[config.mk]
export PLATFORM = sky130hd
export DESIGN_NAME = ntt_twiddle_shoup_generator_unit
export DESIGN_NICKNAME = d
export VERILOG_FILES = /design/src/rtl/core/ntt_tw_pkg.sv /design/src/rtl/core/ntt_tw_ctrl.sv /design/src/rtl/core/ntt_tw_dp.sv /design/src/rtl/core/ntt_twiddle_shoup_generator_unit.sv
export SDC_FILE = /design/constraint.sdc
export NUM_CORES = 2
export LEC_CHECK = 0
export BUFFER_PORTS_ARGS = -buffer_cell sky130_fd_sc_hd__clkbuf_2
export CORE_ASPECT_RATIO = 0.9
export CORE_UTILIZATION = 58
export DETAILED_ROUTE_END_ITERATION = 16
export PLACE_DENSITY = 0.84
export SLEW_MARGIN = 30
export SYNTH_ARGS = -nofsm -noshare
export SYNTH_HDL_FRONTEND = slang
export SYNTH_SLANG_ARGS = --single-unit
[constraint.sdc]
create_clock -name clk -period 19.22 [get_ports clk]
set_input_delay 2.883 -clock clk [delete_from_list [all_inputs] [get_ports clk]]
set_output_delay 2.883 -clock clk [all_outputs]
set_load 0.02 [all_outputs]
[src/rtl/core/ntt_tw_pkg.sv]
package ntt_tw_pkg;

	localparam logic [1:0] OP_FWD  = 2'd0;
	localparam logic [1:0] OP_INV  = 2'd1;
	localparam logic [1:0] OP_NINV = 2'd2;
	localparam logic [1:0] OP_RSVD = 2'd3;

	localparam logic [1:0] REG_MODULUS = 2'd0;
	localparam logic [1:0] REG_ROOT    = 2'd1;
	localparam logic [1:0] REG_LOG     = 2'd2;

	localparam logic [63:0] MODULUS_RST = 64'd3;
	localparam logic [63:0] ROOT_RST    = 64'd1;

	localparam logic [3:0] CMD_NOP         = 4'd0;
	localparam logic [3:0] CMD_LATCH       = 4'd1;
	localparam logic [3:0] CMD_ZERO        = 4'd2;
	localparam logic [3:0] CMD_LD_RED_ROOT = 4'd3;
	localparam logic [3:0] CMD_LD_RED_N    = 4'd4;
	localparam logic [3:0] CMD_LD_MUL      = 4'd5;
	localparam logic [3:0] CMD_LD_SQ       = 4'd6;
	localparam logic [3:0] CMD_MSTEP       = 4'd7;
	localparam logic [3:0] CMD_WB_BASE_QM2 = 4'd8;
	localparam logic [3:0] CMD_WB_BASE_REV = 4'd9;
	localparam logic [3:0] CMD_WB_ACC      = 4'd10;
	localparam logic [3:0] CMD_WB_SQ       = 4'd11;
	localparam logic [3:0] CMD_INV_NEXT    = 4'd12;
	localparam logic [3:0] CMD_LD_DIV      = 4'd13;
	localparam logic [3:0] CMD_DSTEP       = 4'd14;
	localparam logic [3:0] CMD_OUT         = 4'd15;

	typedef struct packed {
		logic [3:0] cmd;
	} dp_cmd_t;

	typedef struct packed {
		logic q_small;
		logic cnt_last;
		logic exp_zero;
		logic exp_lsb;
	} dp_stat_t;

	// x + y mod q for x, y below q
	function automatic logic [63:0] add_mod(input logic [63:0] x, input logic [63:0] y,
		input logic [63:0] q);
		logic [64:0] s;
		begin
			s = {1'b0, x} + {1'b0, y};
			if (s[64] || s[63:0] >= q) begin
				s[63:0] = s[63:0] - q;
			end
			return s[63:0];
		end
	endfunction

endpackage

[src/rtl/core/ntt_tw_ctrl.sv]
module ntt_tw_ctrl
	import ntt_tw_pkg::*;
(
	input  logic       clk,
	input  logic       arst_n,
	input  logic       in_valid,
	output logic       in_ready,
	input  logic [1:0] in_opcode,
	output logic       out_valid,
	input  logic       out_ready,
	output dp_cmd_t    dp_cmd,
	input  dp_stat_t   dp_stat
);

	localparam logic [2:0] S_IDLE = 3'd0;
	localparam logic [2:0] S_DEC  = 3'd1;
	localparam logic [2:0] S_MUL  = 3'd2;
	localparam logic [2:0] S_WB   = 3'd3;
	localparam logic [2:0] S_PCHK = 3'd4;
	localparam logic [2:0] S_DIV  = 3'd5;
	localparam logic [2:0] S_OUT  = 3'd6;

	localparam logic [1:0] PH_RED = 2'd0;
	localparam logic [1:0] PH_INV = 2'd1;
	localparam logic [1:0] PH_FIN = 2'd2;

	logic [2:0] state_q, state_d;
	logic [1:0] op_q, op_d;
	logic [1:0] phase_q, phase_d;
	logic       sq_q, sq_d;
	logic       ov_q, ov_d;

	assign in_ready  = (state_q == S_IDLE);
	assign out_valid = ov_q;

	always_comb begin
		state_d    = state_q;
		op_d       = op_q;
		phase_d    = phase_q;
		sq_d       = sq_q;
		ov_d       = ov_q;
		dp_cmd.cmd = CMD_NOP;
		if (ov_q && out_ready) begin
			ov_d = 1'b0;
		end
		unique case (state_q)
			S_IDLE: begin
				if (in_valid) begin
					dp_cmd.cmd = CMD_LATCH;
					op_d       = in_opcode;
					state_d    = S_DEC;
				end
			end
			S_DEC: begin
				phase_d = PH_RED;
				if (dp_stat.q_small || (op_q != OP_FWD && op_q != OP_INV && op_q != OP_NINV)) begin
					dp_cmd.cmd = CMD_ZERO;
					state_d    = S_OUT;
				end else if (op_q == OP_NINV) begin
					dp_cmd.cmd = CMD_LD_RED_N;
					state_d    = S_MUL;
				end else begin
					dp_cmd.cmd = CMD_LD_RED_ROOT;
					state_d    = S_MUL;
				end
			end
			S_MUL: begin
				dp_cmd.cmd = CMD_MSTEP;
				if (dp_stat.cnt_last) begin
					state_d = S_WB;
				end
			end
			S_WB: begin
				if (phase_q == PH_RED) begin
					dp_cmd.cmd = (op_q == OP_FWD) ? CMD_WB_BASE_REV : CMD_WB_BASE_QM2;
					phase_d    = (op_q == OP_INV) ? PH_INV : PH_FIN;
					state_d    = S_PCHK;
				end else if (!sq_q) begin
					// multiply done, square next
					dp_cmd.cmd = CMD_WB_ACC;
					sq_d       = 1'b1;
					state_d    = S_MUL;
				end else begin
					dp_cmd.cmd = CMD_WB_SQ;
					state_d    = S_PCHK;
				end
			end
			S_PCHK: begin
				if (dp_stat.exp_zero) begin
					if (phase_q == PH_INV) begin
						dp_cmd.cmd = CMD_INV_NEXT;
						phase_d    = PH_FIN;
					end else begin
						dp_cmd.cmd = CMD_LD_DIV;
						state_d    = S_DIV;
					end
				end else if (dp_stat.exp_lsb) begin
					dp_cmd.cmd = CMD_LD_MUL;
					sq_d       = 1'b0;
					state_d    = S_MUL;
				end else begin
					dp_cmd.cmd = CMD_LD_SQ;
					sq_d       = 1'b1;
					state_d    = S_MUL;
				end
			end
			S_DIV: begin
				dp_cmd.cmd = CMD_DSTEP;
				if (dp_stat.cnt_last) begin
					state_d = S_OUT;
				end
			end
			S_OUT: begin
				if (!ov_q || out_ready) begin
					dp_cmd.cmd = CMD_OUT;
					ov_d       = 1'b1;
					state_d    = S_IDLE;
				end
			end
			default: begin
				state_d = S_IDLE;
			end
		endcase
	end

	always_ff @(posedge clk or negedge arst_n) begin
		if (!arst_n) begin
			state_q <= S_IDLE;
			op_q    <= OP_FWD;
			phase_q <= PH_RED;
			sq_q    <= 1'b0;
			ov_q    <= 1'b0;
		end else begin
			state_q <= state_d;
			op_q    <= op_d;
			phase_q <= phase_d;
			sq_q    <= sq_d;
			ov_q    <= ov_d;
		end
	end

endmodule

[src/rtl/core/ntt_tw_dp.sv]
module ntt_tw_dp
	import ntt_tw_pkg::*;
#(
	parameter int MAX_LOG_N = 16
) (
	input  logic        clk,
	input  logic        arst_n,
	input  logic        cfg_we,
	input  logic [1:0]  cfg_addr,
	input  logic [63:0] cfg_data,
	input  logic [15:0] in_index,
	input  dp_cmd_t     dp_cmd,
	output dp_stat_t    dp_stat,
	output logic [63:0] out_value,
	output logic [63:0] out_shoup
);

	localparam logic [4:0] LOG_CAP = 5'(MAX_LOG_N);

	logic [63:0] modulus_q, root_q;
	logic [4:0]  log_size_q;
	logic [15:0] idx_q;
	logic [63:0] acc_q, base_q, exp_q, mx_q, my_q, mr_q, rem_q, quo_q;
	logic [5:0]  cnt_q;
	logic [63:0] val_q, sh_q;

	logic [4:0]  lg;
	logic [63:0] rev, n_val, qm2, mr_dbl, mr_next, rem_sh;
	logic        rem_sub;

	assign lg  = (log_size_q > LOG_CAP) ? LOG_CAP : log_size_q;
	assign qm2 = modulus_q - 64'd2;

	always_comb begin
		int k;
		rev = '0;
		for (int j = 0; j < MAX_LOG_N; j++) begin
			k = int'(lg) - 1 - j;
			if (k >= 0 && k < 16) begin
				rev[j] = idx_q[k[3:0]];
			end
		end
	end

	assign n_val = 64'd1 << lg;

	// one step of shift-and-add modular multiply, multiplier msb first
	assign mr_dbl  = add_mod(mr_q, mr_q, modulus_q);
	assign mr_next = my_q[63] ? add_mod(mr_dbl, mx_q, modulus_q) : mr_dbl;

	// one step of restoring division of rem * 2^64 by q
	assign rem_sh  = {rem_q[62:0], 1'b0};
	assign rem_sub = rem_q[63] || (rem_sh >= modulus_q);

	assign dp_stat.q_small  = (modulus_q < 64'd2);
	assign dp_stat.cnt_last = (cnt_q == 6'h3f);
	assign dp_stat.exp_zero = (exp_q == '0);
	assign dp_stat.exp_lsb  = exp_q[0];

	assign out_value = val_q;
	assign out_shoup = sh_q;

	always_ff @(posedge clk or negedge arst_n) begin
		if (!arst_n) begin
			modulus_q  <= MODULUS_RST;
			root_q     <= ROOT_RST;
			log_size_q <= '0;
		end else if (cfg_we) begin
			unique case (cfg_addr)
				REG_MODULUS: modulus_q  <= cfg_data;
				REG_ROOT:    root_q     <= cfg_data;
				REG_LOG:     log_size_q <= cfg_data[4:0];
				default: ;
			endcase
		end
	end

	always_ff @(posedge clk) begin
		unique case (dp_cmd.cmd)
			CMD_LATCH: idx_q <= in_index;
			CMD_ZERO: begin
				acc_q <= '0;
				quo_q <= '0;
			end
			CMD_LD_RED_ROOT: begin
				mx_q  <= 64'd1;
				my_q  <= root_q;
				mr_q  <= '0;
				cnt_q <= '0;
			end
			CMD_LD_RED_N: begin
				mx_q  <= 64'd1;
				my_q  <= n_val;
				mr_q  <= '0;
				cnt_q <= '0;
			end
			CMD_LD_MUL: begin
				mx_q  <= acc_q;
				my_q  <= base_q;
				mr_q  <= '0;
				cnt_q <= '0;
			end
			CMD_LD_SQ: begin
				mx_q  <= base_q;
				my_q  <= base_q;
				mr_q  <= '0;
				cnt_q <= '0;
			end
			CMD_MSTEP: begin
				mr_q  <= mr_next;
				my_q  <= {my_q[62:0], 1'b0};
				cnt_q <= cnt_q + 6'd1;
			end
			CMD_WB_BASE_QM2: begin
				base_q <= mr_q;
				acc_q  <= 64'd1;
				exp_q  <= qm2;
			end
			CMD_WB_BASE_REV: begin
				base_q <= mr_q;
				acc_q  <= 64'd1;
				exp_q  <= rev;
			end
			CMD_WB_ACC: begin
				acc_q <= mr_q;
				mx_q  <= base_q;
				my_q  <= base_q;
				mr_q  <= '0;
				cnt_q <= '0;
			end
			CMD_WB_SQ: begin
				base_q <= mr_q;
				exp_q  <= {1'b0, exp_q[63:1]};
			end
			CMD_INV_NEXT: begin
				base_q <= acc_q;
				acc_q  <= 64'd1;
				exp_q  <= rev;
			end
			CMD_LD_DIV: begin
				rem_q <= acc_q;
				quo_q <= '0;
				cnt_q <= '0;
			end
			CMD_DSTEP: begin
				rem_q <= rem_sub ? (rem_sh - modulus_q) : rem_sh;
				quo_q <= {quo_q[62:0], rem_sub};
				cnt_q <= cnt_q + 6'd1;
			end
			CMD_OUT: begin
				val_q <= acc_q;
				sh_q  <= quo_q;
			end
			default: ;
		endcase
	end

endmodule

[src/rtl/core/ntt_twiddle_shoup_generator_unit.sv]
// Returns one NTT root-table entry and its Shoup constant floor(value*2^64/q) per request:
// opcode 0 gives root^bitrev(index) mod q, opcode 1 the same with root^(q-2), opcode 2
// n^(q-2) mod q; opcode 3 or a modulus below two gives zeros. One request is worked at a
// time on a single shift-and-add modular multiplier that retires one multiplier bit per
// cycle, with a writeback after each product. The base is first reduced mod q, then each
// exponent bit takes a square, preceded by a multiply into the accumulator when the bit is
// set; the Shoup constant then comes from a bit-serial restoring division.
// The next request is taken while the previous result waits at the output.
module ntt_twiddle_shoup_generator_unit
	import ntt_tw_pkg::*;
#(
	parameter int MAX_LOG_N = 16
) (
	input  logic         clk,
	input  logic         arst_n,
	input  logic         s_axis_tvalid,
	output logic         s_axis_tready,
	input  logic [23:0]  s_axis_tdata,  // opcode[1:0], entry_index[17:2], zero pad
	output logic         m_axis_tvalid,
	input  logic         m_axis_tready,
	output logic [127:0] m_axis_tdata,  // value[63:0], shoup_factor[127:64]
	input  logic         cfg_we,
	input  logic [1:0]   cfg_addr,
	input  logic [63:0]  cfg_data
);

	dp_cmd_t  dp_cmd;
	dp_stat_t dp_stat;
	logic [63:0] value, shoup_factor;

	ntt_tw_ctrl u_ctrl (
		.clk       (clk),
		.arst_n    (arst_n),
		.in_valid  (s_axis_tvalid),
		.in_ready  (s_axis_tready),
		.in_opcode (s_axis_tdata[1:0]),
		.out_valid (m_axis_tvalid),
		.out_ready (m_axis_tready),
		.dp_cmd    (dp_cmd),
		.dp_stat   (dp_stat)
	);

	ntt_tw_dp #(
		.MAX_LOG_N (MAX_LOG_N)
	) u_dp (
		.clk       (clk),
		.arst_n    (arst_n),
		.cfg_we    (cfg_we),
		.cfg_addr  (cfg_addr),
		.cfg_data  (cfg_data),
		.in_index  (s_axis_tdata[17:2]),
		.dp_cmd    (dp_cmd),
		.dp_stat   (dp_stat),
		.out_value (value),
		.out_shoup (shoup_factor)
	);

	assign m_axis_tdata = {shoup_factor, value};

endmodule

==> reports/metrics.yaml <==
status:
  status: "completed"
clock_network:
  clk_pin_slew_ns: 0.06
  clock_latency_ns: 0.70
  cts_setup_buffers: 0
  htree_levels: 3
  cts_tree: "done"
  hold_buffers: 0
  root_buffer: "clkbuf_16"
  cts_resized: 0
  cts_buffers: 86
  cts.sinks: 804
  clockBufferDepth: 3
drt:
  initialDrtViolationCount: 6393
  detail-route-antenna-nets: 0
  wl_per_cell_um: 25.98
  vias: 46380
  vias_per_cell: 6.609
  drcViolationCount: 0
  drt_wl_total_mm: 182.3
  drtPass1Iterations: 9
worst_setup_path:
  required_ns: 19.76
  path_class: "reg2reg"
  path_delay_family: "compound AO/OA/AOI/OAI gates"
  worst_ep_arrival_time_ns: 13.13
  cpMostUsedCell: "o21ai_0"
  cpPeakStageDelay_ns: 0.72
  cp_num_buf_inv: 3
  ff2ff_setup_slack_ns: 6.63
  worst_setup_path_end_kind: "register"
  crit_path_max_fanout: 69
  cp_slowest_cell: "a311oi_1"
  start_kind: "register"
sta:
  finClkSkew_ns: 0.05341
  tns_ns: 0
  worst_pin_slew_ns: 1.038
  fmax_ghz: 0.07943
  rsz0062_at_grt: "false"
  period_minus_slack_ns: 12.59
  slew_viol_final: 0
  fin_crit_sh_pct: 65.50
  setup_viol: 0
  finalHoldViolCount: 0
  relSlewSlack_pct: 30.18
yosys:
  synth_area_leaders: "edfxtp_1 (37%), ha_1 (9.0%), nand2_1 (6.6%), dfrtp_1 (6.5%), o21ai_0 (4.4%)"
  synth_area_um2: 53670
  yosysTopAreaCellShare_pct: 37.04
  yosys.area.top_type: "edfxtp_1"
  synth-edff-count: 662
  syn_avg_cell_area_um2: 9.507
  yosysSeqAreaShare_pct: 43.67
  ys_ff_latch: 804
  ys_warn_count: 0
  async_flop_share_pct: 17.66
  synth_cell_type_count: 99
  postSynthCellCount: 5645
  syn_nets: 6129
  ys.flop_type: "edfxtp_1"
global_routing:
  grt_pass1_vias: 42890
  overflow: 0
  antenna_found_initial: 6
  grt_pass1_wl_mm: 270.2
  track_usage_pct: 38.39
  grt_max_degree: 87
hold_path:
  hold_class: "reg2reg"
layout:
  drive_gt1_share_pct: 10.34
  n_fill_cell: 7354
  nets: 6192
  postLayoutCoreUtil_pct: 64.25
  area_growth_pct: 9.472
  final_cell_mix: "nand2_1 (934), edfxtp_1 (662), o21ai_0 (476), ha_1 (385), a21oi_1 (366)"
  final_cell_area_um2: 58750
  final_common_cell: "nand2_1"
floorplan:
  io_pins: 225
  dieArea_um2: 93750
  initial_core_util_pct: 58.69
  rows: 105
  die_height_um: 290.6
  core_um2: 91440
  die_w_um: 322.6
place:
  io_buffers: 218
  gp_congestion: 1.015
  hpwl_mm: 136.6
  dpl_cell_area_um2: 55730
flow_run:
  max-cap-violations: 0
## worst register-to-register path: cells and delay by family, from the launching register on
| kind | cells | cell delay (ns) |
|---|---|---|
| AO/OA/AOI/OAI | 24 | 8.19 |
| buffers and inverters | 3 | 1.29 |
| adder cells (fa/ha/maj) | 3 | 1.21 |
| AND/OR/NAND/NOR | 4 | 1.07 |
| flip-flops | 1 | 0.67 |
## per-stage QoR
| stage | worst slack (ns) | instances | hold slack [ns] |
|---|---|---|---|
| floorplan | 6.320 | 5645 | 0.4003 |
| global placement | 7.179 | 6844 | 0.4029 |
| detailed placement | 7.056 | 6849 | 0.4257 |
| CTS | 6.990 | 7011 | 0.4401 |
| global route | 6.203 | 7012 | 0.4538 |
| finish | 6.631 | 7017 | 0.4340 |
## metal layers
layer  share of wire (%)  GRT usage (%)  vias to the layer above
met5              0.0071              0                        -
met2                  41          53.49                     2839
met4                 3.7          12.45                        2
met1                  42          56.66                    22290
met3                  14          11.61                      356
li1                    -              -                    20890
## synthesized netlist by cell type, types with 57 or more instances
| master | count |
|---|---|
| nor3_1 | 78 |
| and2_1 | 155 |
| a22oi_1 | 57 |
| inv_1 | 163 |
| nand2_1 | 938 |
| ha_1 | 385 |
| a21o_1 | 131 |
| mux2_2 | 80 |
| xor2_1 | 93 |
| nand3_1 | 111 |
| nand4_1 | 94 |
| a22o_1 | 63 |
| o21ai_0 | 476 |
| dfrtp_1 | 139 |
| clkbuf_1 | 244 |
| nor2_1 | 338 |
| mux2i_1 | 65 |
| xnor2_1 | 211 |
| a21oi_1 | 367 |
| edfxtp_1 | 662 |
## worst paths after layout
check,from,end,cells past startpoint
setup / recovery,u_dp.modulus_q[0]$_DFFE_PN1P_,u_dp.mr_q[28]$_SDFFCE_PP0P_,34
hold / removal,u_dp.quo_q[63]$_SDFFCE_PP0P_,u_dp.out_shoup[63]$_DFFE_PN_,0
setup reg to reg,u_dp.modulus_q[0]$_DFFE_PN1P_,u_dp.mr_q[28]$_SDFFCE_PP0P_,34
hold reg to reg,u_dp.quo_q[63]$_SDFFCE_PP0P_,u_dp.out_shoup[63]$_DFFE_PN_,0
max in group asynchronous,arst_n,u_dp.root_q[46]$_DFFE_PN0P_,2
min in group asynchronous,arst_n,u_dp.root_q[12]$_DFFE_PN0P_,1
## final cells by class
class	instances	area (um2)	area share [%]
multi-input combinational	4373	28540	48.58
clock buffer	114	2327	3.961
tap	1230	1539	2.619
sequential	804	23440	39.89
timing repair buffer	275	1628	2.771
clock inverter	48	635.6	1.082
antenna	5	12.51	0.02130
inverter	168	634.4	1.080
## registers in the layout (all words and copies together) (netlist names)
register / count
u_ctrl.out_valid: 1
u_dp.root_q: 64
u_dp.base_q: 64
u_dp.mr_q: 64
u_dp.out_shoup: 64
u_dp.log_size_q: 5
u_dp.out_value: 64
u_dp.exp_q: 64
u_ctrl.phase_q: 2
u_dp.rem_q: 64
u_ctrl.state_q: 3
u_dp.my_q: 64
u_ctrl.sq_q: 1
u_dp.modulus_q: 64
u_dp.mx_q: 64
u_ctrl.op_q: 2
u_dp.cnt_q: 6
u_dp.idx_q: 16
u_dp.acc_q: 64
u_dp.quo_q: 64
## cell families (layout without fill, tap and decap cells)
logic type	Yosys count	after routing	share of synthesized area, %
AOI/OAI and AO/OA	1543	1543	18.46
xor gates and xnor gates	305	305	4.991
muxes	153	153	3.227
and+or+nand+nor	1983	1983	17.09
other	0	5	0
DFF	804	804	43.67
buffers and inverters	468	605	3.436
adders and majority gates	389	389	9.125
Power is left out: the tool's default activity adds up to more than one toggle a clock period on the data nets, which glitch-free logic cannot reach.
